### src/hw/rtl/wsq_pkg.sv
// ----------------------------------------------------------------------------
// wsq_pkg
// Shared types and constants of the two-class weighted service queue.
// ----------------------------------------------------------------------------
package wsq_pkg;

   localparam int QUEUE_DEPTH_DEFAULT = 16;

   localparam int ID_WIDTH        = 16;
   localparam int AGE_WIDTH       = 8;
   localparam int CSR_INDEX_WIDTH = 8;
   localparam int CSR_DATA_WIDTH  = 8;

   localparam logic [CSR_INDEX_WIDTH-1:0] CSR_BURST_LIMIT   = CSR_INDEX_WIDTH'(0);
   localparam logic [CSR_INDEX_WIDTH-1:0] CSR_AGE_THRESHOLD = CSR_INDEX_WIDTH'(1);

   localparam logic [CSR_DATA_WIDTH-1:0] BURST_LIMIT_RESET   = 8'd3;
   localparam logic [CSR_DATA_WIDTH-1:0] AGE_THRESHOLD_RESET = 8'd60;

   typedef enum logic {
      MODE_ADD   = 1'b0,
      MODE_SERVE = 1'b1
   } mode_type;

   typedef enum logic [1:0] {
      ST_ADDED  = 2'd0,
      ST_SERVED = 2'd1,
      ST_EMPTY  = 2'd2,
      ST_FULL   = 2'd3
   } status_type;

   typedef struct packed {
      logic [ID_WIDTH-1:0]  id;
      logic [AGE_WIDTH-1:0] age;
   } entry_type;

   // per-cell control: load the pushed entry, or shift from the upper neighbor
   typedef struct packed {
      logic load;
      logic shift;
   } cell_ctl_type;

endpackage

### src/hw/rtl/wsq_ifs.sv
// ----------------------------------------------------------------------------
// wsq interfaces
// Request, response and register-write channels with valid/ready handshake.
// ----------------------------------------------------------------------------
interface wsq_req_if;
   import wsq_pkg::*;
   logic                 valid;
   logic                 ready;
   logic                 mode;
   logic [ID_WIDTH-1:0]  entry_id;
   logic [AGE_WIDTH-1:0] entry_age;

   modport source (output valid, mode, entry_id, entry_age, input ready);
   modport sink   (input valid, mode, entry_id, entry_age, output ready);
endinterface

interface wsq_rsp_if;
   import wsq_pkg::*;
   logic                 valid;
   logic                 ready;
   logic [1:0]           status;
   logic [ID_WIDTH-1:0]  served_id;
   logic [AGE_WIDTH-1:0] served_age;
   logic                 from_priority;

   modport source (output valid, status, served_id, served_age, from_priority,
                   input ready);
   modport sink   (input valid, status, served_id, served_age, from_priority,
                   output ready);
endinterface

interface wsq_csr_if;
   import wsq_pkg::*;
   logic                       valid;
   logic                       ready;
   logic [CSR_INDEX_WIDTH-1:0] index;
   logic [CSR_DATA_WIDTH-1:0]  data;

   modport source (output valid, index, data, input ready);
   modport sink   (input valid, index, data, output ready);
endinterface

### src/hw/rtl/wsq_cell.sv
// ----------------------------------------------------------------------------
// wsq_cell
// One queue slot: loads a pushed entry or takes its upper neighbor's entry.
// ----------------------------------------------------------------------------
module wsq_cell (
   input  logic                  clock,
   input  wsq_pkg::cell_ctl_type ctl,
   input  wsq_pkg::entry_type    load_data,
   input  wsq_pkg::entry_type    next_data,
   output wsq_pkg::entry_type    data
);
   import wsq_pkg::*;

   entry_type data_ff;
   entry_type data_in;

   always_comb begin
      data_in = data_ff;
      if (ctl.load) begin
         data_in = load_data;
      end else if (ctl.shift) begin
         data_in = next_data;
      end
   end

   always_ff @(posedge clock) begin
      data_ff <= data_in;
   end

   assign data = data_ff;

endmodule

### src/hw/rtl/wsq_chain.sv
// ----------------------------------------------------------------------------
// wsq_chain
// FIFO built as a row of cells; the head sits in cell 0 and a pop shifts
// every cell down by one. A push lands in the cell at the fill count.
// ----------------------------------------------------------------------------
module wsq_chain #(
   parameter int QUEUE_DEPTH = wsq_pkg::QUEUE_DEPTH_DEFAULT
) (
   input  logic                               clock,
   input  logic                               reset,
   input  logic                               push,
   input  logic                               pop,
   input  wsq_pkg::entry_type                 push_data,
   output wsq_pkg::entry_type                 head_data,
   output logic [$clog2(QUEUE_DEPTH+1)-1:0]   count,
   output logic                               empty,
   output logic                               full
);
   import wsq_pkg::*;

   localparam int CW = $clog2(QUEUE_DEPTH + 1);

   logic [CW-1:0] count_ff;
   logic [CW-1:0] count_in;
   entry_type     cell_data [QUEUE_DEPTH];
   entry_type     next_data [QUEUE_DEPTH];
   cell_ctl_type  cell_ctl  [QUEUE_DEPTH];

   for (genvar i = 0; i < QUEUE_DEPTH; i++) begin : g_cell
      if (i == QUEUE_DEPTH - 1) begin : g_top
         assign next_data[i] = cell_data[i];
      end else begin : g_mid
         assign next_data[i] = cell_data[i+1];
      end

      assign cell_ctl[i].load  = push && (count_ff == CW'(i));
      assign cell_ctl[i].shift = pop;

      wsq_cell u_cell (
         .clock     (clock),
         .ctl       (cell_ctl[i]),
         .load_data (push_data),
         .next_data (next_data[i]),
         .data      (cell_data[i])
      );
   end

   always_comb begin
      count_in = count_ff;
      if (push) begin
         count_in = count_ff + CW'(1);
      end else if (pop) begin
         count_in = count_ff - CW'(1);
      end
   end

   always_ff @(posedge clock) begin
      if (reset) begin
         count_ff <= '0;
      end else begin
         count_ff <= count_in;
      end
   end

   assign head_data = cell_data[0];
   assign count     = count_ff;
   assign empty     = (count_ff == '0);
   assign full      = (count_ff == CW'(QUEUE_DEPTH));

endmodule

### src/hw/rtl/two_class_weighted_service_queue_top.sv
// The response is registered and shows in the cycle after the request.
// Throughput: one request per cycle unless a held response is not yet taken;
// each add or serve moves at most one cell chain; only serves change credit.
// Reset: fill counts clear, credit and burst limit go to 3, age threshold
// to 60; queue cells are not cleared and need no clearing pass.
// ----------------------------------------------------------------------------
// two_class_weighted_service_queue_top
// Priority and normal queues served by a credit-based weighted round robin.
// ----------------------------------------------------------------------------
module two_class_weighted_service_queue_top #(
   parameter int QUEUE_DEPTH = wsq_pkg::QUEUE_DEPTH_DEFAULT
) (
   input  logic  clock,
   input  logic  reset,
   wsq_req_if.sink   req_ch,
   wsq_rsp_if.source rsp_ch,
   wsq_csr_if.sink   csr_ch
);
   import wsq_pkg::*;

   localparam int CW = $clog2(QUEUE_DEPTH + 1);

   // registers
   logic [CSR_DATA_WIDTH-1:0] burst_limit_ff;
   logic [CSR_DATA_WIDTH-1:0] age_threshold_ff;
   logic [CSR_DATA_WIDTH-1:0] credit_ff;
   logic [CSR_DATA_WIDTH-1:0] credit_in;

   logic                      rsp_valid_ff;
   status_type                status_ff;
   status_type                status_in;
   entry_type                 served_ff;
   entry_type                 served_in;
   logic                      prio_ff;
   logic                      prio_in;

   logic      accept;
   logic      is_add;
   logic      add_prio;
   logic      p_push, p_pop, n_push, n_pop;
   entry_type p_head, n_head, new_entry;
   logic      p_empty, p_full, n_empty, n_full;
   logic [CW-1:0] p_count, n_count;

   assign req_ch.ready = !rsp_valid_ff || rsp_ch.ready;
   assign csr_ch.ready = 1'b1;
   assign accept       = req_ch.valid && req_ch.ready;
   assign is_add       = (mode_type'(req_ch.mode) == MODE_ADD);
   assign add_prio     = (req_ch.entry_age > age_threshold_ff);
   assign new_entry    = '{id: req_ch.entry_id, age: req_ch.entry_age};

   // register writes
   always_ff @(posedge clock) begin
      if (reset) begin
         burst_limit_ff   <= BURST_LIMIT_RESET;
         age_threshold_ff <= AGE_THRESHOLD_RESET;
      end else if (csr_ch.valid) begin
         unique case (csr_ch.index)
            CSR_BURST_LIMIT:   burst_limit_ff   <= csr_ch.data;
            CSR_AGE_THRESHOLD: age_threshold_ff <= csr_ch.data;
            default: ;
         endcase
      end
   end

   // classify adds, arbitrate serves by credit
   always_comb begin
      p_push    = 1'b0;
      n_push    = 1'b0;
      p_pop     = 1'b0;
      n_pop     = 1'b0;
      credit_in = credit_ff;
      status_in = ST_EMPTY;
      served_in = '0;
      prio_in   = 1'b0;
      if (accept) begin
         if (is_add) begin
            prio_in = add_prio;
            if (add_prio) begin
               p_push    = !p_full;
               status_in = p_full ? ST_FULL : ST_ADDED;
            end else begin
               n_push    = !n_full;
               status_in = n_full ? ST_FULL : ST_ADDED;
            end
         end else if (credit_ff != '0) begin
            priority if (!p_empty) begin
               p_pop     = 1'b1;
               prio_in   = 1'b1;
               credit_in = credit_ff - CSR_DATA_WIDTH'(1);
               served_in = p_head;
               status_in = ST_SERVED;
            end else if (!n_empty) begin
               n_pop     = 1'b1;
               served_in = n_head;
               status_in = ST_SERVED;
            end
         end else begin
            priority if (!n_empty) begin
               n_pop     = 1'b1;
               credit_in = burst_limit_ff;
               served_in = n_head;
               status_in = ST_SERVED;
            end else if (!p_empty) begin
               p_pop     = 1'b1;
               prio_in   = 1'b1;
               served_in = p_head;
               status_in = ST_SERVED;
            end
         end
      end
   end

   always_ff @(posedge clock) begin
      if (reset) begin
         credit_ff    <= BURST_LIMIT_RESET;
         rsp_valid_ff <= 1'b0;
      end else begin
         credit_ff <= credit_in;
         if (accept) begin
            rsp_valid_ff <= 1'b1;
         end else if (rsp_ch.ready) begin
            rsp_valid_ff <= 1'b0;
         end
      end
   end

   // hold the response payload until the next transaction
   always_ff @(posedge clock) begin
      if (accept) begin
         status_ff <= status_in;
         served_ff <= served_in;
         prio_ff   <= prio_in;
      end
   end

   wsq_chain #(.QUEUE_DEPTH(QUEUE_DEPTH)) u_prio_chain (
      .clock     (clock),
      .reset     (reset),
      .push      (p_push),
      .pop       (p_pop),
      .push_data (new_entry),
      .head_data (p_head),
      .count     (p_count),
      .empty     (p_empty),
      .full      (p_full)
   );

   wsq_chain #(.QUEUE_DEPTH(QUEUE_DEPTH)) u_norm_chain (
      .clock     (clock),
      .reset     (reset),
      .push      (n_push),
      .pop       (n_pop),
      .push_data (new_entry),
      .head_data (n_head),
      .count     (n_count),
      .empty     (n_empty),
      .full      (n_full)
   );

   assign rsp_ch.valid         = rsp_valid_ff;
   assign rsp_ch.status        = status_ff;
   assign rsp_ch.served_id     = served_ff.id;
   assign rsp_ch.served_age    = served_ff.age;
   assign rsp_ch.from_priority = prio_ff;

   // assertions
   a_credit_idle: assert property (@(posedge clock) disable iff (reset)
      !accept |=> $stable(credit_ff))
      else $error("credit changed without a transaction");

   a_count_bound: assert property (@(posedge clock) disable iff (reset)
      (p_count <= CW'(QUEUE_DEPTH)) && (n_count <= CW'(QUEUE_DEPTH)))
      else $error("queue fill count beyond depth");

   a_empty_zero: assert property (@(posedge clock) disable iff (reset)
      rsp_valid_ff && (status_ff == ST_EMPTY) |->
         (served_ff == '0) && !prio_ff)
      else $error("empty response carries data");

   a_add_no_data: assert property (@(posedge clock) disable iff (reset)
      rsp_valid_ff && ((status_ff == ST_ADDED) || (status_ff == ST_FULL)) |->
         (served_ff == '0))
      else $error("add response carries served data");

endmodule
### src/flat_wrapper.sv
// flat-port wrapper written by rule: the top's interface ports become plain ports
module two_class_weighted_service_queue_top_flat import wsq_pkg::*;
#(
   parameter int QUEUE_DEPTH = wsq_pkg::QUEUE_DEPTH_DEFAULT
)
  (clock, reset, req_ch_valid, req_ch_mode, req_ch_entry_id, req_ch_entry_age, req_ch_ready, rsp_ch_valid, rsp_ch_status, rsp_ch_served_id, rsp_ch_served_age, rsp_ch_from_priority, rsp_ch_ready, csr_ch_valid, csr_ch_index, csr_ch_data, csr_ch_ready);
  wsq_req_if req_ch_i ();
  wsq_rsp_if rsp_ch_i ();
  wsq_csr_if csr_ch_i ();
  input  logic clock;
  input  logic reset;
  input wire logic [$bits(req_ch_i.valid)-1:0] req_ch_valid;
  input wire logic [$bits(req_ch_i.mode)-1:0] req_ch_mode;
  input wire logic [$bits(req_ch_i.entry_id)-1:0] req_ch_entry_id;
  input wire logic [$bits(req_ch_i.entry_age)-1:0] req_ch_entry_age;
  output wire logic [$bits(req_ch_i.ready)-1:0] req_ch_ready;
  output wire logic [$bits(rsp_ch_i.valid)-1:0] rsp_ch_valid;
  output wire logic [$bits(rsp_ch_i.status)-1:0] rsp_ch_status;
  output wire logic [$bits(rsp_ch_i.served_id)-1:0] rsp_ch_served_id;
  output wire logic [$bits(rsp_ch_i.served_age)-1:0] rsp_ch_served_age;
  output wire logic [$bits(rsp_ch_i.from_priority)-1:0] rsp_ch_from_priority;
  input wire logic [$bits(rsp_ch_i.ready)-1:0] rsp_ch_ready;
  input wire logic [$bits(csr_ch_i.valid)-1:0] csr_ch_valid;
  input wire logic [$bits(csr_ch_i.index)-1:0] csr_ch_index;
  input wire logic [$bits(csr_ch_i.data)-1:0] csr_ch_data;
  output wire logic [$bits(csr_ch_i.ready)-1:0] csr_ch_ready;
  assign req_ch_i.valid = req_ch_valid;
  assign req_ch_i.mode = req_ch_mode;
  assign req_ch_i.entry_id = req_ch_entry_id;
  assign req_ch_i.entry_age = req_ch_entry_age;
  assign req_ch_ready = req_ch_i.ready;
  assign rsp_ch_valid = rsp_ch_i.valid;
  assign rsp_ch_status = rsp_ch_i.status;
  assign rsp_ch_served_id = rsp_ch_i.served_id;
  assign rsp_ch_served_age = rsp_ch_i.served_age;
  assign rsp_ch_from_priority = rsp_ch_i.from_priority;
  assign rsp_ch_i.ready = rsp_ch_ready;
  assign csr_ch_i.valid = csr_ch_valid;
  assign csr_ch_i.index = csr_ch_index;
  assign csr_ch_i.data = csr_ch_data;
  assign csr_ch_ready = csr_ch_i.ready;
  two_class_weighted_service_queue_top #(.QUEUE_DEPTH(QUEUE_DEPTH)) u_core (.clock(clock), .reset(reset), .req_ch(req_ch_i), .rsp_ch(rsp_ch_i), .csr_ch(csr_ch_i));
endmodule
### config.mk
export PLATFORM = sky130hd
export DESIGN_NAME = two_class_weighted_service_queue_top_flat
export DESIGN_NICKNAME = d
export VERILOG_FILES = /design/src/hw/rtl/wsq_pkg.sv /design/src/hw/rtl/wsq_ifs.sv /design/src/hw/rtl/wsq_cell.sv /design/src/hw/rtl/wsq_chain.sv /design/src/hw/rtl/two_class_weighted_service_queue_top.sv /design/src/flat_wrapper.sv
export SDC_FILE = /design/constraint.sdc
export NUM_CORES = 1
export LEC_CHECK = 0
export BUFFER_PORTS_ARGS = -buffer_cell sky130_fd_sc_hd__buf_2
export CORE_MARGIN = 1
export CORE_UTILIZATION = 51
export CTS_CLUSTER_DIAMETER = 30
export DETAILED_ROUTE_END_ITERATION = 8
export PLACE_DENSITY_LB_ADDON = 0.3
export SETUP_SLACK_MARGIN = 0.5
export SLEW_MARGIN = 10
export SYNTH_ARGS = -nofsm -noshare
export SYNTH_HDL_FRONTEND = slang
export SYNTH_HIERARCHICAL = 1
export SYNTH_SLANG_ARGS = --single-unit
### constraint.sdc
create_clock -name clock -period 3.8 [get_ports clock]
set_input_delay 0.38 -clock clock [delete_from_list [all_inputs] [get_ports clock]]
set_output_delay 0.38 -clock clock [all_outputs]
set_load 0.01 [all_outputs]
; ---- Word level (Yosys, flattened, before mapping)
; Index checks and enable logic that the tools add are counted.
[op_classes]
magnitude_cmp = 1
n_reduce_logical = 77
mux = 100
n_addsub = 5
eq_ne = 35
[op_table]
columns = op, n
row1 = 24-bit 2-to-1 mux, 65
row2 = "5-bit by 4-bit equality test with 1-bit output, second input constant", 16
row3 = 2-bit nonzero test, 33
row4 = "5-bit by 3-bit equality test with 1-bit output, second input constant", 8
row5 = 1-bit logical AND, 33
row6 = 8-bit 2-to-1 mux, 3
row7 = "5-bit by 2-bit equality test with 1-bit output, second input constant", 4
row8 = 5-bit 2-to-1 mux, 4
row9 = 1-bit 2-to-1 mux, 19
row10 = 2-bit 2-to-1 mux, 9
row11 = "5-bit by 1-bit adder with 5-bit output, second input constant", 2
row12 = "5-bit by 1-bit equality test with 1-bit output, second input constant", 2
row13 = "5-bit equality test, second input constant", 2
row14 = 5-bit logical NOT, 2
row15 = "5-bit by 1-bit subtractor with 5-bit output, second input constant", 2
row16 = "8-bit by 1-bit equality test with 1-bit output, second input constant", 1
row17 = 8-bit > comparator, 1
row18 = 8-bit logical NOT, 1
row19 = 8-bit nonzero test, 1
row20 = "8-bit by 1-bit subtractor with 8-bit output, second input constant", 1
row21 = "2-bit != test, second input constant", 2
row22 = 2-bit AND reduction, 2
row23 = 4-bit AND reduction, 1
row24 = 1-bit logical NOT, 3
row25 = 1-bit logical OR, 1
[word_totals]
word_cells = 292
out_inout_bits = 30
register_bits = 830
in_bits = 46

; ---- Longest topological paths before layout
[logic_depth]
ltp_word = 8
depth_mapped = 13
mapped_depth_nobuf = 11

; ---- Hierarchy
; The synthesis kept the hierarchy.
[modules_own_cells]
columns = module, seq_area_each_um2, cells_each, instances, area_per_inst_um2
row1 = wsq_cell, 720.7, 52, 32, 1119.8
row2 = two_class_weighted_service_queue_top, 1311.3, 231, 1, 2491.1
row3 = wsq_chain, 100.1, 65, 2, 504.2

; ---- Least setup slack after synthesis
; No wires, ideal clock.
[synth_timing]
kind = in2reg
from = input req_ch_entry_age[1]
to = register u_core.u_norm_chain.g_cell[10].u_cell.data_ff (netlist bit u_core/u_norm_chain/g_cell[10].u_cell/data[0]) (enable)
setup_time_ps = 382
required_time_ps = 3418
n_path_buf = 2
path_slack_ps = 472
path_stages = 12
arrival_ps = 2947
cell_sequence = ha_1 -> nor2b_1 -> o211ai_1 -> a211oi_1 -> nor2_1 -> nor4b_1 -> nand2b_1 -> nor3b_1 -> and2_1 -> buf_6 -> buf_12 -> or2_1
[synth_lines]
columns = element, line
row1 = "start, declared", flat_wrapper.sv:15  ; input wire logic [$bits(req_ch_i.entry_age)-1:0] req_ch_entry_age;
row2 = "end signal, assigned", wsq_cell.sv:27  ; data_ff <= data_in;
row3 = "end, declared", wsq_cell.sv:14  ; entry_type data_ff;

==> impl_metrics.json <==
{
  "power_leakage_uw": 0.0183,
  "fin_nets": 2469,
  "slowest_delay_ps": 420,
  "initial_core_util_pct": 51.7,
  "synth_nets": 2092,
  "grt.total_usage_pct": 19.0,
  "cts_tree": "done",
  "async_reset_ff_share_pct": 0,
  "core_um2": 76100,
  "endpoint_kind": "flip-flop",
  "vdd_drop_max_mv": 0.567,
  "regArea_um2": 24600,
  "max_slew.worst_pin.slew_ps": 1020,
  "tns_ps": 0,
  "drtIter0Drc": 1066,
  "r2r_slack_ps": 130,
  "rows": 101,
  "max_slew_margin_pct": 32.0,
  "routedWlPerCell_um": 22.3,
  "r2r.worst_path.cells": 16,
  "skew_ps": 26.6,
  "grt_pass1_wl_mm": 112,
  "multi_input_area_um2": 13300,
  "critPathLaunch": "u_core/age_threshold_ff[5]",
  "fp.dieArea_um2": 78200,
  "fin_crit_sh_pct": 96.6,
  "synthFlopType": "edfxtp_1",
  "antenna_left": 0,
  "clkSlewWorstSetupHoldPaths_ps": 50,
  "worstPathRequired_ps": 4240,
  "postRouteWirelength_mm": 79.3,
  "rsz0062_at_grt": "yes",
  "antenna_found_initial": 2,
  "cts_max_path_buffers": 3,
  "grt_pass1_vias": 19492,
  "cp.arrival_ps": 4110,
  "cp-start-kind": "flip-flop",
  "worstPathCellList": "clkinvlp_4, ha_4, nand4_1, buf_4, a211oi_4, nor2_4, nor4_2, nand2b_1, buf_6, nor3b_4, buf_6, and2_4, buf_12, or2_4, buf_4, buf_16",
  "numCtsBuffers": 155,
  "grt_max_degree": 41,
  "whs_ps": 46.1,
  "powerDensity_nw_per_um2": 559,
  "syn_area_um2": 39300,
  "critPathKind": "reg2reg",
  "min_path_type": "in2reg",
  "drv_cap": 0,
  "fin_crit_ps": 3670,
  "hold_viol_final": 0,
  "synth_warnings": 6,
  "reg2reg_to": "u_core/u_prio_chain/g_cell[6].u_cell/data[18]",
  "slew_violations": 0,
  "clock_sinks": 830,
  "crit_end": "u_core/u_prio_chain/g_cell[6].u_cell/data[18]",
  "syn_inst": 2025,
  "via_count": 18659,
  "fmax_ghz": 0.272,
  "synth_seq_cells": 830,
  "drive_gt1_share_pct": 56.5,
  "dr.pass1.iters": 7,
  "clk_latency_ps": 730,
  "htree_num_levels": 4,
  "gp_congestion": 0.822,
  "viasPerCell": 5.24,
  "synth_edf_count": 795,
  "portBuffers": 74,
  "setup_viol": 0,
  "clock-root-buffer": "clkbuf_16",
  "fp.dieH_um": 280,
  "r2r-start": "u_core/age_threshold_ff[5]",
  "status": "finished clean",
  "syn_to_final_growth_pct": 25.8,
  "worstPathMaxFanout": 6,
  "synth.avg_cell_area_um2": 19.4,
  "globalRouteOverflowTotal": 0,
  "cp_slowest_cell": "a211oi_4",
  "die_x_um": 280,
  "antennaDiodeCount": 0,
  "io_pins": 76,
  "hpwl_mm": 42.8,
  "drc": 0,
  "synthDistinctLibCells": 56,
  "ys_seq_area_share_pct": 62.5,
  "num-fill-cells": 5000
}
cell usage after synthesis, drive strengths merged, types with 3 or more instances:
| library cell | n | area [um^2] |
|---|---|---|
| o21ai | 4 | 20.0 |
| nand2b | 6 | 37.5 |
| a21oi | 14 | 70.1 |
| or4 | 3 | 22.5 |
| xnor2 | 4 | 35.0 |
| or2 | 34 | 213 |
| nand2 | 7 | 26.3 |
| buf | 104 | 1690 |
| nor2b | 6 | 37.5 |
| and3 | 3 | 18.8 |
| a22o | 24 | 210 |
| nor3 | 10 | 50.1 |
| edfxtp | 795 | 23900 |
| clkbuf | 9 | 33.8 |
| and2 | 30 | 188 |
| nor4 | 6 | 50.0 |
| a211o | 9 | 78.8 |
| nor2 | 47 | 176 |
| mux2i | 13 | 130 |
| dfxtp | 35 | 701 |
| nor3b | 6 | 45.0 |
| ha | 21 | 263 |
| inv | 25 | 93.8 |
| or3 | 4 | 25.0 |
| mux2 | 770 | 11000 |
power breakdown:
part | switching, uW | internal, uW | total [uW]
clock network | 4810 | 9040 | 13800
registers | 232 | 11000 | 11200
logic | 1210 | 1400 | 2610
total | 6250 | 21400 | 27700
worst min path at each step:
stage	from	cells past startpoint	end	slack, ps
finish	csr_ch_data[1]	2	u_core/burst_limit_ff[1]	50
floorplan	u_core/age_threshold_ff[2]	1	u_core/age_threshold_ff[2]	440
detailed placement	u_core/age_threshold_ff[5]	1	u_core/age_threshold_ff[5]	460
CTS	csr_ch_data[1]	2	u_core/burst_limit_ff[1]	20
global route	csr_ch_data[1]	2	u_core/burst_limit_ff[1]	20
global placement	u_core/age_threshold_ff[5]	1	u_core/age_threshold_ff[5]	460
cells by family after synthesis:
family / synth area share [%]
DFF: 62.5
adders and majority gates: 0.668
and+or+nand+nor: 2.64
AOI/OAI and AO/OA: 1.32
buffers and inverters: 4.62
other: 0.00953
muxes: 28.2
xor gates and xnor gates: 0.0891
metrics by stage:
stage | setup slack (ps) | cells | util (%) | power, uW | cell area (um^2)
finish | 128 | 3560 | 65.0 | 27700 | 49500
global route | 75.2 | 3560 | 65.0 | 28500 | 49500
CTS | 190 | 3497 | 63.1 | 27600 | 48000
detailed placement | -527 | 3125 | 53.8 | 13500 | 40900
global placement | -459 | 3125 | 53.8 | 13400 | 40900
floorplan | 516 | 2025 | - | 12700 | 39300
critical path, delay by kind of cell, from the launching register on:
kind	cells	cell delay, ps
AOI/OAI and AO/OA	1	420
buffers and inverters	7	1120
DFF	1	350
adders and majority gates	1	370
and+or+nand+nor	7	1130
timing repair:
item / 4_1_cts / 5_1_grt
resized for setup: 117 / 62
cloned: 31 / 55
endpoints found under the hold margin: 10 / 0
setup endpoints to repair: 1538 / 1536
hold buffers: 9 / 0
pin swaps: 13 / 16
buffers inserted: 47 / 8
sequential cells by signal, summed over array words and instances (netlist names):
name	cells
u_core/rsp_ch.status	2
u_core/rsp_ch.from_priority	1
u_core/u_prio_chain/g_cell.u_cell/data	384
u_core/credit_ff	8
u_core/u_norm_chain/g_cell.u_cell/data	384
u_core/age_threshold_ff	8
u_core/rsp_ch.valid	1
u_core/u_prio_chain/count	5
u_core/u_norm_chain/count	5
u_core/rsp_ch.served_age	8
u_core/rsp_ch.served_id	16
u_core/burst_limit_ff	8
routing by layer:
| layer | part of all wire, % | track usage [%] | vias to the layer above |
|---|---|---|---|
| met1 | 41 | 23.5 | 9396 |
| met4 | 2.4 | 7.78 | 0 |
| met2 | 51 | 31.6 | 444 |
| li1 | - | - | 8692 |
| met5 | 0 | 0 | - |
| met3 | 5.1 | 5.03 | 127 |
layout make-up:
| class | instances | share of cell area, % |
|---|---|---|
| flip-flops and latches | 830 | 49.7 |
| multi-input cells | 1057 | 26.9 |
| repair buffers | 333 | 9.70 |
| clock buffers | 165 | 7.96 |
| clock inverters | 120 | 2.91 |
| well taps | 1030 | 2.60 |
| inverters | 25 | 0.205 |
cells in the final DEF, fill, tap and decap left out, drive strengths merged, types with 3 or more instances in the layout:
master | Yosys | final
mux2i | 13 | 13
nand2b | 6 | 6
bufinv | 0 | 21
a22o | 24 | 24
inv | 25 | 36
clkinvlp | 0 | 16
or4 | 3 | 3
buf | 104 | 273
or2 | 34 | 34
xnor2 | 4 | 4
bufbuf | 0 | 9
o21ai | 4 | 4
nor4 | 6 | 6
and2 | 30 | 30
ha | 21 | 21
nor3b | 6 | 6
clkbuf | 9 | 207
and3 | 3 | 3
or3 | 4 | 4
nor3 | 10 | 10
nand2 | 7 | 7
clkinv | 0 | 72
edfxtp | 795 | 795
dfxtp | 35 | 35
a211o | 9 | 9
a21oi | 14 | 14
nor2 | 47 | 47
nor2b | 6 | 6
mux2 | 770 | 770
dlygate4sd3 | 0 | 9
Note: power is estimated with default switching activity, not from simulation.
